==> src/ctpa_pkg.sv <==
// Package with shared types and constants of the calibrated temperature averager.
`timescale 1ns / 1ps
package ctpa_pkg;

  localparam logic [2:0] CFG_T0_X8    = 3'd0;
  localparam logic [2:0] CFG_T1_X8    = 3'd1;
  localparam logic [2:0] CFG_T0_RAW   = 3'd2;
  localparam logic [2:0] CFG_T1_RAW   = 3'd3;
  localparam logic [2:0] CFG_PRES_EN  = 3'd4;
  localparam logic [2:0] CFG_SUB_READS = 3'd5;
  localparam logic [2:0] CFG_GROUP_LEN = 3'd6;

  localparam logic KIND_REPORT = 1'b0;
  localparam logic KIND_GROUP  = 1'b1;

  // One classified sub-read handed from the front part to the back part.
  typedef struct packed {
    logic        ok;
    logic [15:0] raw;
    logic        pres_valid;
    logic [23:0] pres;
  } sub_read_t;

  // One result item.
  typedef struct packed {
    logic        kind;
    logic [23:0] temp;
    logic [23:0] pres;
    logic [15:0] report_num;
    logic [15:0] group_num;
    logic        cal_err;
    logic        last;
  } result_t;

endpackage

==> src/ctpa_divider.sv <==
// Iterative unsigned restoring divider with round-half-up quotient.
`timescale 1ns / 1ps
module ctpa_divider (
  input  logic        clk_i,
  input  logic        rst_ni,
  input  logic        start_i,
  input  logic [39:0] num_i,
  input  logic [31:0] den_i,
  output logic        done_o,
  output logic [39:0] quot_o
);
  // Computes floor((num + den/2) / den), one quotient bit per cycle.
  logic [40:0] rem_q, rem_d;
  logic [40:0] num_q, num_d;
  logic [31:0] den_q, den_d;
  logic [5:0]  cnt_q, cnt_d;
  logic        busy_q, busy_d;
  logic        done_q, done_d;
  logic [41:0] trial;

  always_comb begin
    rem_d  = rem_q;
    num_d  = num_q;
    den_d  = den_q;
    cnt_d  = cnt_q;
    busy_d = busy_q;
    done_d = 1'b0;
    trial  = {rem_q, num_q[40]} - {10'd0, den_q};
    if (start_i) begin
      num_d  = {1'b0, num_i} + {10'd0, den_i[31:1]};
      den_d  = den_i;
      rem_d  = '0;
      cnt_d  = 6'd41;
      busy_d = 1'b1;
    end else if (busy_q) begin
      if (!trial[41]) begin
        rem_d = trial[40:0];
        num_d = {num_q[39:0], 1'b1};
      end else begin
        rem_d = {rem_q[39:0], num_q[40]};
        num_d = {num_q[39:0], 1'b0};
      end
      cnt_d = cnt_q - 6'd1;
      if (cnt_q == 6'd1) begin
        busy_d = 1'b0;
        done_d = 1'b1;
      end
    end
  end

  always_ff @(posedge clk_i or negedge rst_ni) begin
    if (!rst_ni) begin
      busy_q <= 1'b0;
      done_q <= 1'b0;
      cnt_q  <= '0;
    end else begin
      busy_q <= busy_d;
      done_q <= done_d;
      cnt_q  <= cnt_d;
    end
  end

  always_ff @(posedge clk_i) begin
    rem_q <= rem_d;
    num_q <= num_d;
    den_q <= den_d;
  end

  assign done_o = done_q;
  assign quot_o = num_q[39:0];
endmodule

==> src/ctpa_front.sv <==
// Front part: accepts sub-reads and qualifies the pressure into a small queue.
`timescale 1ns / 1ps
module ctpa_front (
  input  logic                clk_i,
  input  logic                rst_ni,
  input  logic                in_valid_i,
  output logic                in_ready_o,
  input  logic                temp_ok_i,
  input  logic [15:0]         temp_raw_i,
  input  logic                pres_ready_i,
  input  logic [23:0]         pres_raw_i,
  input  logic                pres_en_i,
  output logic                q_valid_o,
  input  logic                q_pop_i,
  output ctpa_pkg::sub_read_t q_data_o
);
  ctpa_pkg::sub_read_t mem_q [2];
  logic       wr_q, rd_q;
  logic [1:0] cnt_q;
  logic       push;

  assign in_ready_o = (cnt_q != 2'd2);
  assign push       = in_valid_i && in_ready_o;
  assign q_valid_o  = (cnt_q != 2'd0);
  assign q_data_o   = mem_q[rd_q];

  always_ff @(posedge clk_i) begin
    if (push) begin
      mem_q[wr_q].ok         <= temp_ok_i;
      mem_q[wr_q].raw        <= temp_raw_i;
      mem_q[wr_q].pres_valid <= pres_en_i && pres_ready_i;
      mem_q[wr_q].pres       <= (pres_en_i && pres_ready_i) ? pres_raw_i : 24'd0;
    end
  end

  always_ff @(posedge clk_i or negedge rst_ni) begin
    if (!rst_ni) begin
      wr_q  <= 1'b0;
      rd_q  <= 1'b0;
      cnt_q <= '0;
    end else begin
      if (push) wr_q <= ~wr_q;
      if (q_pop_i) rd_q <= ~rd_q;
      cnt_q <= cnt_q + {1'b0, push} - {1'b0, q_pop_i};
    end
  end

`ifndef SYNTHESIS
  a_no_pop_empty: assert property (@(posedge clk_i) disable iff (!rst_ni)
    q_pop_i |-> q_valid_o) else $error("pop from empty queue");
  a_cnt_range: assert property (@(posedge clk_i) disable iff (!rst_ni)
    cnt_q != 2'd3) else $error("queue count out of range");
  a_full_stall: assert property (@(posedge clk_i) disable iff (!rst_ni)
    (cnt_q == 2'd2 && !q_pop_i) |=> !in_ready_o) else $error("queue overfilled");
`endif
endmodule

==> src/ctpa_back.sv <==
// Back part: converts, accumulates and averages sub-reads, emits results.
`timescale 1ns / 1ps
module ctpa_back #(
  parameter int MAX_SUB_READS = 8
) (
  input  logic                clk_i,
  input  logic                rst_ni,
  input  logic                q_valid_i,
  output logic                q_pop_o,
  input  ctpa_pkg::sub_read_t q_data_i,
  input  logic [9:0]          t0_x8_i,
  input  logic [9:0]          t1_x8_i,
  input  logic [15:0]         t0_raw_i,
  input  logic [15:0]         t1_raw_i,
  input  logic [3:0]          sub_reads_i,
  input  logic [7:0]          group_len_i,
  output logic                out_valid_o,
  input  logic                out_ready_i,
  output ctpa_pkg::result_t   out_data_o
);
  // The count register is four bits wide, so limits of 15 and above never clamp it.
  localparam logic [3:0] MaxSr = (MAX_SUB_READS > 15) ? 4'd15 : 4'(MAX_SUB_READS);

  localparam logic [3:0] S_IDLE = 4'd0, S_MUL = 4'd1, S_CDIV = 4'd2, S_ACC = 4'd3,
                         S_RDIV = 4'd4, S_REP = 4'd5, S_GTDIV = 4'd6, S_GPDIV = 4'd7,
                         S_GRP = 4'd8, S_WAIT = 4'd9;

  logic [3:0] st_q;
  ctpa_pkg::sub_read_t cur_q;

  logic [3:0]  pos_q;
  logic [4:0]  nvalid_q;
  logic signed [27:0] ssum_q;
  logic [7:0]  rpos_q;
  logic [15:0] rcnt_q, gcnt_q;
  logic signed [31:0] gtsum_q;
  logic [31:0] gpsum_q;
  logic [7:0]  gn_q;
  logic        gidx_q;
  logic signed [23:0] rtemp_q, gtemp_q;
  logic [23:0] gpres_q;
  logic signed [39:0] prod_q;
  logic signed [16:0] span_q;

  logic [3:0] count;
  always_comb begin
    count = sub_reads_i;
    if (count == 4'd0) count = 4'd1;
    if (count > MaxSr) count = MaxSr;
  end

  // The product is formed while waiting, from the sub-read at the head of the queue.
  logic signed [16:0] span;
  logic signed [16:0] dx;
  logic signed [11:0] dt;
  logic cal_err;
  assign span    = $signed({t1_raw_i[15], t1_raw_i}) - $signed({t0_raw_i[15], t0_raw_i});
  assign dx      = $signed({q_data_i.raw[15], q_data_i.raw}) -
                   $signed({t0_raw_i[15], t0_raw_i});
  assign dt      = $signed({2'b0, t1_x8_i}) - $signed({2'b0, t0_x8_i});
  assign cal_err = (t0_raw_i == t1_raw_i);

  // Shared divider on magnitudes.
  logic        dv_start, dv_done;
  logic [39:0] dv_num, dv_quot;
  logic [31:0] dv_den;
  logic        neg_q;
  logic signed [40:0] sq;
  assign sq = neg_q ? -$signed({1'b0, dv_quot}) : $signed({1'b0, dv_quot});

  ctpa_divider u_div (
    .clk_i, .rst_ni, .start_i(dv_start), .num_i(dv_num), .den_i(dv_den),
    .done_o(dv_done), .quot_o(dv_quot)
  );

  function automatic logic signed [23:0] sat24(input logic signed [40:0] v);
    if (v > 41'sd8388607) return 24'sh7FFFFF;
    if (v < -41'sd8388608) return 24'sh800000;
    return v[23:0];
  endfunction

  logic [39:0] absp;
  logic [31:0] abss, absg;
  assign absp = prod_q[39] ? 40'(-prod_q) : 40'(prod_q);
  assign abss = span_q[16] ? 32'(-span_q) : 32'(span_q);
  assign absg = gtsum_q[31] ? 32'(-gtsum_q) : 32'(gtsum_q);
  logic [27:0] absr;
  assign absr = ssum_q[27] ? 28'(-ssum_q) : 28'(ssum_q);

  logic signed [40:0] conv;
  assign conv = $signed({28'd0, t0_x8_i, 3'b000}) + sq;

  ctpa_pkg::result_t res_q;
  logic res_v_q;
  logic res_set;
  assign res_set     = ((st_q == S_REP) && (!res_v_q || out_ready_i)) || (st_q == S_GRP);
  assign out_valid_o = res_v_q;
  assign out_data_o  = res_q;
  assign q_pop_o     = (st_q == S_IDLE) && q_valid_i;

  always_comb begin
    dv_start = 1'b0;
    dv_num   = '0;
    dv_den   = '0;
    unique case (st_q)
      S_MUL: begin
        dv_start = !cal_err;
        dv_num   = absp;
        dv_den   = abss;
      end
      S_ACC: begin
        dv_start = (pos_q + 4'd1 >= count) && (nvalid_q != 5'd0);
        dv_num   = {12'd0, absr};
        dv_den   = {27'd0, nvalid_q};
      end
      S_REP: begin
        dv_start = gidx_q && (!res_v_q || out_ready_i);
        dv_num   = {8'd0, absg};
        dv_den   = {24'd0, gn_q};
      end
      S_GTDIV: begin
        dv_start = dv_done;
        dv_num   = {8'd0, gpsum_q};
        dv_den   = {24'd0, gn_q};
      end
      default: ;
    endcase
  end

  always_ff @(posedge clk_i) begin
    if (q_pop_o) cur_q <= q_data_i;
    if (st_q == S_IDLE) begin
      prod_q <= 40'(dx * dt) <<< 3;
      span_q <= span;
    end
  end

  always_ff @(posedge clk_i or negedge rst_ni) begin
    if (!rst_ni) begin
      st_q <= S_IDLE; pos_q <= '0; nvalid_q <= '0; ssum_q <= '0; rpos_q <= '0;
      rcnt_q <= '0; gcnt_q <= 16'd1; gtsum_q <= '0; gpsum_q <= '0; gn_q <= '0;
      gidx_q <= 1'b0; neg_q <= 1'b0; rtemp_q <= '0; gtemp_q <= '0; gpres_q <= '0;
      res_v_q <= 1'b0; res_q <= '0;
    end else begin
      if (res_set) res_v_q <= 1'b1;
      else if (out_ready_i) res_v_q <= 1'b0;
      unique case (st_q)
        S_IDLE: if (q_pop_o) st_q <= S_MUL;
        S_MUL: begin
          neg_q <= prod_q[39] ^ span_q[16];
          st_q  <= cur_q.ok ? (cal_err ? S_ACC : S_CDIV) : S_ACC;
          if (cur_q.ok && cal_err) begin
            ssum_q   <= ssum_q + 28'(sat24($signed({28'd0, t0_x8_i, 3'b000})));
            nvalid_q <= nvalid_q + 5'd1;
          end
        end
        S_CDIV: if (dv_done) begin
          ssum_q   <= ssum_q + 28'(sat24(conv));
          nvalid_q <= nvalid_q + 5'd1;
          st_q     <= S_ACC;
        end
        S_ACC: begin
          neg_q <= ssum_q[27];
          if (pos_q + 4'd1 < count) begin
            pos_q <= pos_q + 4'd1;
            st_q  <= S_IDLE;
          end else begin
            pos_q  <= '0;
            rcnt_q <= rcnt_q + 16'd1;
            gidx_q <= (rpos_q + 8'd1 >= group_len_i);
            rpos_q <= (rpos_q + 8'd1 >= group_len_i) ? 8'd0 : rpos_q + 8'd1;
            if (nvalid_q == 5'd0) begin
              ssum_q <= '0;
              st_q   <= S_IDLE;
            end else st_q <= S_RDIV;
          end
        end
        S_RDIV: if (dv_done) begin
          rtemp_q  <= sq[23:0];
          ssum_q   <= '0;
          nvalid_q <= '0;
          if (gn_q != 8'hFF) begin
            gtsum_q <= gtsum_q + 32'($signed(sq[23:0]));
            gpsum_q <= gpsum_q + {8'd0, cur_q.pres};
            gn_q    <= gn_q + 8'd1;
          end
          st_q <= S_REP;
        end
        S_REP: if (!res_v_q || out_ready_i) begin
          res_q   <= '{ctpa_pkg::KIND_REPORT, rtemp_q, cur_q.pres, rcnt_q, gcnt_q,
                       cal_err, !gidx_q};
          neg_q   <= gtsum_q[31];
          st_q    <= gidx_q ? S_GTDIV : S_IDLE;
        end
        S_GTDIV: if (dv_done) begin
          gtemp_q <= sat24(sq);
          st_q    <= S_GPDIV;
        end
        S_GPDIV: if (dv_done) begin
          gpres_q <= dv_quot[23:0];
          st_q    <= S_WAIT;
        end
        S_WAIT: if (!res_v_q || out_ready_i) st_q <= S_GRP;
        S_GRP: begin
          res_q   <= '{ctpa_pkg::KIND_GROUP, gtemp_q, gpres_q, rcnt_q, gcnt_q,
                       cal_err, 1'b1};
          gtsum_q <= '0; gpsum_q <= '0; gn_q <= '0;
          gcnt_q  <= gcnt_q + 16'd1;
          st_q    <= S_IDLE;
        end
        default: st_q <= S_IDLE;
      endcase
    end
  end
endmodule

==> src/calibrated_temp_pressure_averager.sv <==
// Top level of the calibrated temperature and pressure averager.
`timescale 1ns / 1ps
// Sub-reads enter on the s_axis channel and are queued two deep by the front part.
// The back part handles one sub-read at a time: a failed sub-read or one under a zero
// calibration span skips the divider, a valid one takes one pass of the shared 41-step
// iterative divider for the calibration interpolation. When a report ends, a further
// divider pass and the output handshake follow, and a group average adds two more
// passes and its own handshake. The shared divider sets the pace; while the back part
// works on one sub-read, the front queue takes more until it holds two, and the
// receiver may stall. Results leave on m_axis through a single output register.
// Configuration is written through cfg_valid_i / cfg_ready_o and should only change
// while the block is idle.
module calibrated_temp_pressure_averager #(
  parameter int MAX_SUB_READS = 8
) (
  input  logic        clk_i,
  input  logic        rst_ni,
  input  logic        s_axis_tvalid,
  output logic        s_axis_tready,
  // [0] temp_ok, [16:1] temp_raw, [17] pressure_ready, [41:18] pressure_raw, zero pad
  input  logic [47:0] s_axis_tdata,
  output logic        m_axis_tvalid,
  input  logic        m_axis_tready,
  // [23:0] temperature, [47:24] pressure, [63:48] report_number,
  // [79:64] group_number, [80] cal_error, zero pad
  output logic [87:0] m_axis_tdata,
  // [0] result_kind
  output logic        m_axis_tuser,
  output logic        m_axis_tlast,
  input  logic        cfg_valid_i,
  output logic        cfg_ready_o,
  input  logic [2:0]  cfg_index_i,
  input  logic [15:0] cfg_data_i
);
  logic [9:0]  t0_x8_q, t1_x8_q;
  logic [15:0] t0_raw_q, t1_raw_q;
  logic        pres_en_q;
  logic [3:0]  sub_reads_q;
  logic [7:0]  group_len_q;

  assign cfg_ready_o = 1'b1;

  always_ff @(posedge clk_i or negedge rst_ni) begin
    if (!rst_ni) begin
      t0_x8_q <= '0; t1_x8_q <= '0; t0_raw_q <= '0; t1_raw_q <= '0;
      pres_en_q <= 1'b0; sub_reads_q <= 4'd5; group_len_q <= 8'd12;
    end else if (cfg_valid_i) begin
      unique case (cfg_index_i)
        ctpa_pkg::CFG_T0_X8:     t0_x8_q     <= cfg_data_i[9:0];
        ctpa_pkg::CFG_T1_X8:     t1_x8_q     <= cfg_data_i[9:0];
        ctpa_pkg::CFG_T0_RAW:    t0_raw_q    <= cfg_data_i;
        ctpa_pkg::CFG_T1_RAW:    t1_raw_q    <= cfg_data_i;
        ctpa_pkg::CFG_PRES_EN:   pres_en_q   <= cfg_data_i[0];
        ctpa_pkg::CFG_SUB_READS: sub_reads_q <= cfg_data_i[3:0];
        ctpa_pkg::CFG_GROUP_LEN: group_len_q <= cfg_data_i[7:0];
        default: ;
      endcase
    end
  end

  logic                q_valid, q_pop;
  ctpa_pkg::sub_read_t q_data;
  ctpa_pkg::result_t   res;

  ctpa_front u_front (
    .clk_i, .rst_ni,
    .in_valid_i(s_axis_tvalid), .in_ready_o(s_axis_tready),
    .temp_ok_i(s_axis_tdata[0]), .temp_raw_i(s_axis_tdata[16:1]),
    .pres_ready_i(s_axis_tdata[17]), .pres_raw_i(s_axis_tdata[41:18]),
    .pres_en_i(pres_en_q),
    .q_valid_o(q_valid), .q_pop_i(q_pop), .q_data_o(q_data)
  );

  ctpa_back #(.MAX_SUB_READS(MAX_SUB_READS)) u_back (
    .clk_i, .rst_ni,
    .q_valid_i(q_valid), .q_pop_o(q_pop), .q_data_i(q_data),
    .t0_x8_i(t0_x8_q), .t1_x8_i(t1_x8_q), .t0_raw_i(t0_raw_q), .t1_raw_i(t1_raw_q),
    .sub_reads_i(sub_reads_q), .group_len_i(group_len_q),
    .out_valid_o(m_axis_tvalid), .out_ready_i(m_axis_tready), .out_data_o(res)
  );

  assign m_axis_tdata = {7'd0, res.cal_err, res.group_num, res.report_num, res.pres,
                         res.temp};
  assign m_axis_tuser = res.kind;
  assign m_axis_tlast = res.last;
endmodule

==> config.mk <==
export PLATFORM = sky130hd
export DESIGN_NAME = calibrated_temp_pressure_averager
export DESIGN_NICKNAME = d
export VERILOG_FILES = /design/src/ctpa_pkg.sv /design/src/ctpa_divider.sv /design/src/ctpa_front.sv /design/src/ctpa_back.sv /design/src/calibrated_temp_pressure_averager.sv
export SDC_FILE = /design/constraint.sdc
export NUM_CORES = 2
export LEC_CHECK = 0
export BUFFER_PORTS_ARGS = -buffer_cell sky130_fd_sc_hd__buf_4
export CAP_MARGIN = 25
export CELL_PAD_IN_SITES_DETAIL_PLACEMENT = 0
export CELL_PAD_IN_SITES_GLOBAL_PLACEMENT = 1
export CORE_MARGIN = 2
export CORE_UTILIZATION = 50
export DETAILED_ROUTE_END_ITERATION = 8
export PLACE_DENSITY_LB_ADDON = 0.12
export SETUP_SLACK_MARGIN = 0.02
export SYNTH_ARGS = -nofsm -noshare
export SYNTH_HDL_FRONTEND = slang
export SYNTH_HIERARCHICAL = 1
export SYNTH_SLANG_ARGS = --single-unit
==> constraint.sdc <==
create_clock -name clk_i -period 12.3 [get_ports clk_i]
set_clock_uncertainty 0.15 [all_clocks]
set_input_delay 0.615 -clock clk_i [delete_from_list [all_inputs] [get_ports clk_i]]
set_output_delay 0.615 -clock clk_i [all_outputs]
set_load 0.01 [all_outputs]
==> run metrics <==
Final Max Slew Viols 0; Area after DPL 50960 um2; total die area ~100000 um2; Row Count around 110; Netlist Area Pre-Place 48740 um2; Final ANT Viol Nets 0; clock root buffer clkbuf_16; unrepaired setup endpoints after global routing no; CTS-repair resized insts 0; initial detailed-routing violation count about 3400; initial antenna violation count 6; # DRC 0; Slew headroom a little over a fifth; worst endpoint required time ~13 ns; Max-Cap Viols 0; Crit Path Max Fanout 19; Min Hold Slack roughly 0.059 ns; core area just under 100000 um2; HP Class in2reg; ANT cells 0; chip width around 320 um; final setup vio count 0; Final period util 80.23%; clock buffer depth 3; Post-Layout Cell Count 6626; vias per cell 5.830; Post-CTS Setup Bufs 0; Clk Latency, worst-skew pair 0.68 ns; Layout area overhead 10.67%; slowest stage delay, CP 0.69 ns; cell count after synthesis about 5200; clock sink count 654; first-pass GRT wire length approximately 220000 um; vias in the first global route ~37000; Slew @ Worst Pin between 1 and 1.5 ns; Finished Cell Area between 50000 and 60000 um2; Clock transition at path regs approximately 0.060 ns; Vias between 30000 and 40000; DP Cell Count approximately 6500; GRT Total Usage 28.67%; Die Ht ~320 um; final net count a little under 6000; RD Place Congestion between 0.9 and 1; YS warnings 6; kind of end point of the critical path register; share of post-route cells with drive strength above 1 between 10% and 20%; Sum Neg Setup Slack 0 ns; final WL approximately 140000 um; Initial Util roughly 50%; final hold viol count 0; status finished, final reports clean; I/O Buffers 150; IO Pins 165; CTS tree yes; fin crit period a little under 10 ns; Crit path arrival time just over 10 ns; routed length per instance 21.52 um; Startpoint Class register; CP max-delay cell nor4_4; critical path type reg2reg; total gr overflow 0; total CTS buffers between 70 and 80; FMAX 101.3 MHz; htree depth 3; hpwl dp roughly 110000 um; Avg Cell Area, Syn between 9 and 10 um2; largest net degree at the start of global routing 173; Initial DRT Pass Iterations 9
[per-layer routing]
layer | global-route usage [%] | share of wire [%]
met5 | 0 | 0.015
met4 | 8.083 | 2.8
met3 | 4.153 | 5.8
met2 | 45.64 | 46
met1 | 40.85 | 46
[layout by cell type, fill, tap and decap left out, types with 33 or more instances in the layout]
master / n
a211oi_1: 36
a21o_1: 86
a21oi_1: 234
a31oi_1: 86
and2_1: 52
and3_1: 69
buf_4: 197
clkbuf_16: 79
conb_1: 72
dfrtp_1: 381
dfxtp_1: 41
edfxtp_1: 225
fa_1: 182
ha_1: 297
inv_1: 374
mux2_1: 41
mux2_2: 131
nand2_1: 565
nand2b_1: 40
nand3_1: 103
nand4_1: 53
nor2_1: 405
nor2b_1: 56
nor3_1: 62
nor4_1: 33
o21ai_0: 286
o31ai_1: 54
or3_1: 47
xnor2_1: 246
xor2_1: 157
[worst paths after layout]
check                                       from           endpoint  slack [ns]  cells past startpoint
max                        u_back/u_div/num_q[0]  u_back/ssum_q[20]        2.43                     32
min                                cfg_data_i[8]        t1_raw_q[8]        0.06                      2
max reg2reg                u_back/u_div/num_q[0]  u_back/ssum_q[20]        2.43                     32
min reg2reg                    u_back/gcnt_q[15]  u_back/gcnt_q[15]        0.32                      1
max in group asynchronous                 rst_ni   u_back/gcnt_q[4]       10.04                      3
min in group asynchronous                 rst_ni   u_front/cnt_q[1]        0.42                      2
[flip-flops by register name (all words and copies together), names as in the netlist, 6 cells and up]
register,count
t0_raw_q,16
u_back/u_div/rem_q,41
u_back/rtemp_q,24
u_back/u_div/num_q,41
u_back/prod_q,28
u_back/span_q,17
u_back/ssum_q,28
u_back/out_data_o,83
u_back/u_div/cnt_q,6
u_back/gpsum_q,32
u_back/cur_q,25
group_len_q,8
u_back/gcnt_q,16
u_back/u_div/den_q,32
u_back/gtemp_q,24
u_back/rpos_q,8
u_back/gpres_q,24
u_back/gn_q,8
t1_x8_q,10
t0_x8_q,10
u_front/mem_q,82
t1_raw_q,16
u_back/rcnt_q,16
u_back/gtsum_q,32
[critical path: cells and delay by family, from the launching register on]
| family | cells | cell delay [ns] |
|---|---|---|
| AO/OA/AOI/OAI | 12 | 3.06 |
| XOR/XNOR | 3 | 0.70 |
| adder cells (fa/ha/maj) | 4 | 1.21 |
| buffers and inverters | 3 | 0.67 |
| flip-flops | 1 | 0.57 |
| AND/OR/NAND/NOR | 10 | 3.35 |
[through the flow]
| stage | util (%) | worst slack (ns) |
|---|---|---|
| 3_5_place_dp | 52.70 | 2.477 |
| 4_1_cts | 55.64 | 2.431 |
| 2_1_floorplan | - | 3.485 |
| 6_report | 55.78 | 2.432 |
| 3_3_place_gp | 52.67 | 2.566 |
| 5_1_grt | 55.78 | 1.624 |
[repair_timing]
action                                 CTS  global route
hold buffers                            24             0
setup endpoints to repair                0             0
endpoints found under the hold margin  127             0
[final cells by class]
| type | count | area, um2 |
|---|---|---|
| Multi-Input combinational cell | 3947 | 29130 |
| Fill cell | 8809 | 42770 |
| Inverter | 375 | 1408 |
| Timing Repair Buffer | 231 | 1897 |
| Clock buffer | 107 | 2172 |
| Tap cell | 1276 | 1597 |
| Clock inverter | 36 | 437.9 |
| Sequential cell | 654 | 17300 |
Power is not shown: default switching activity piles up to over one toggle a cycle in this logic, so the estimate is an artifact.
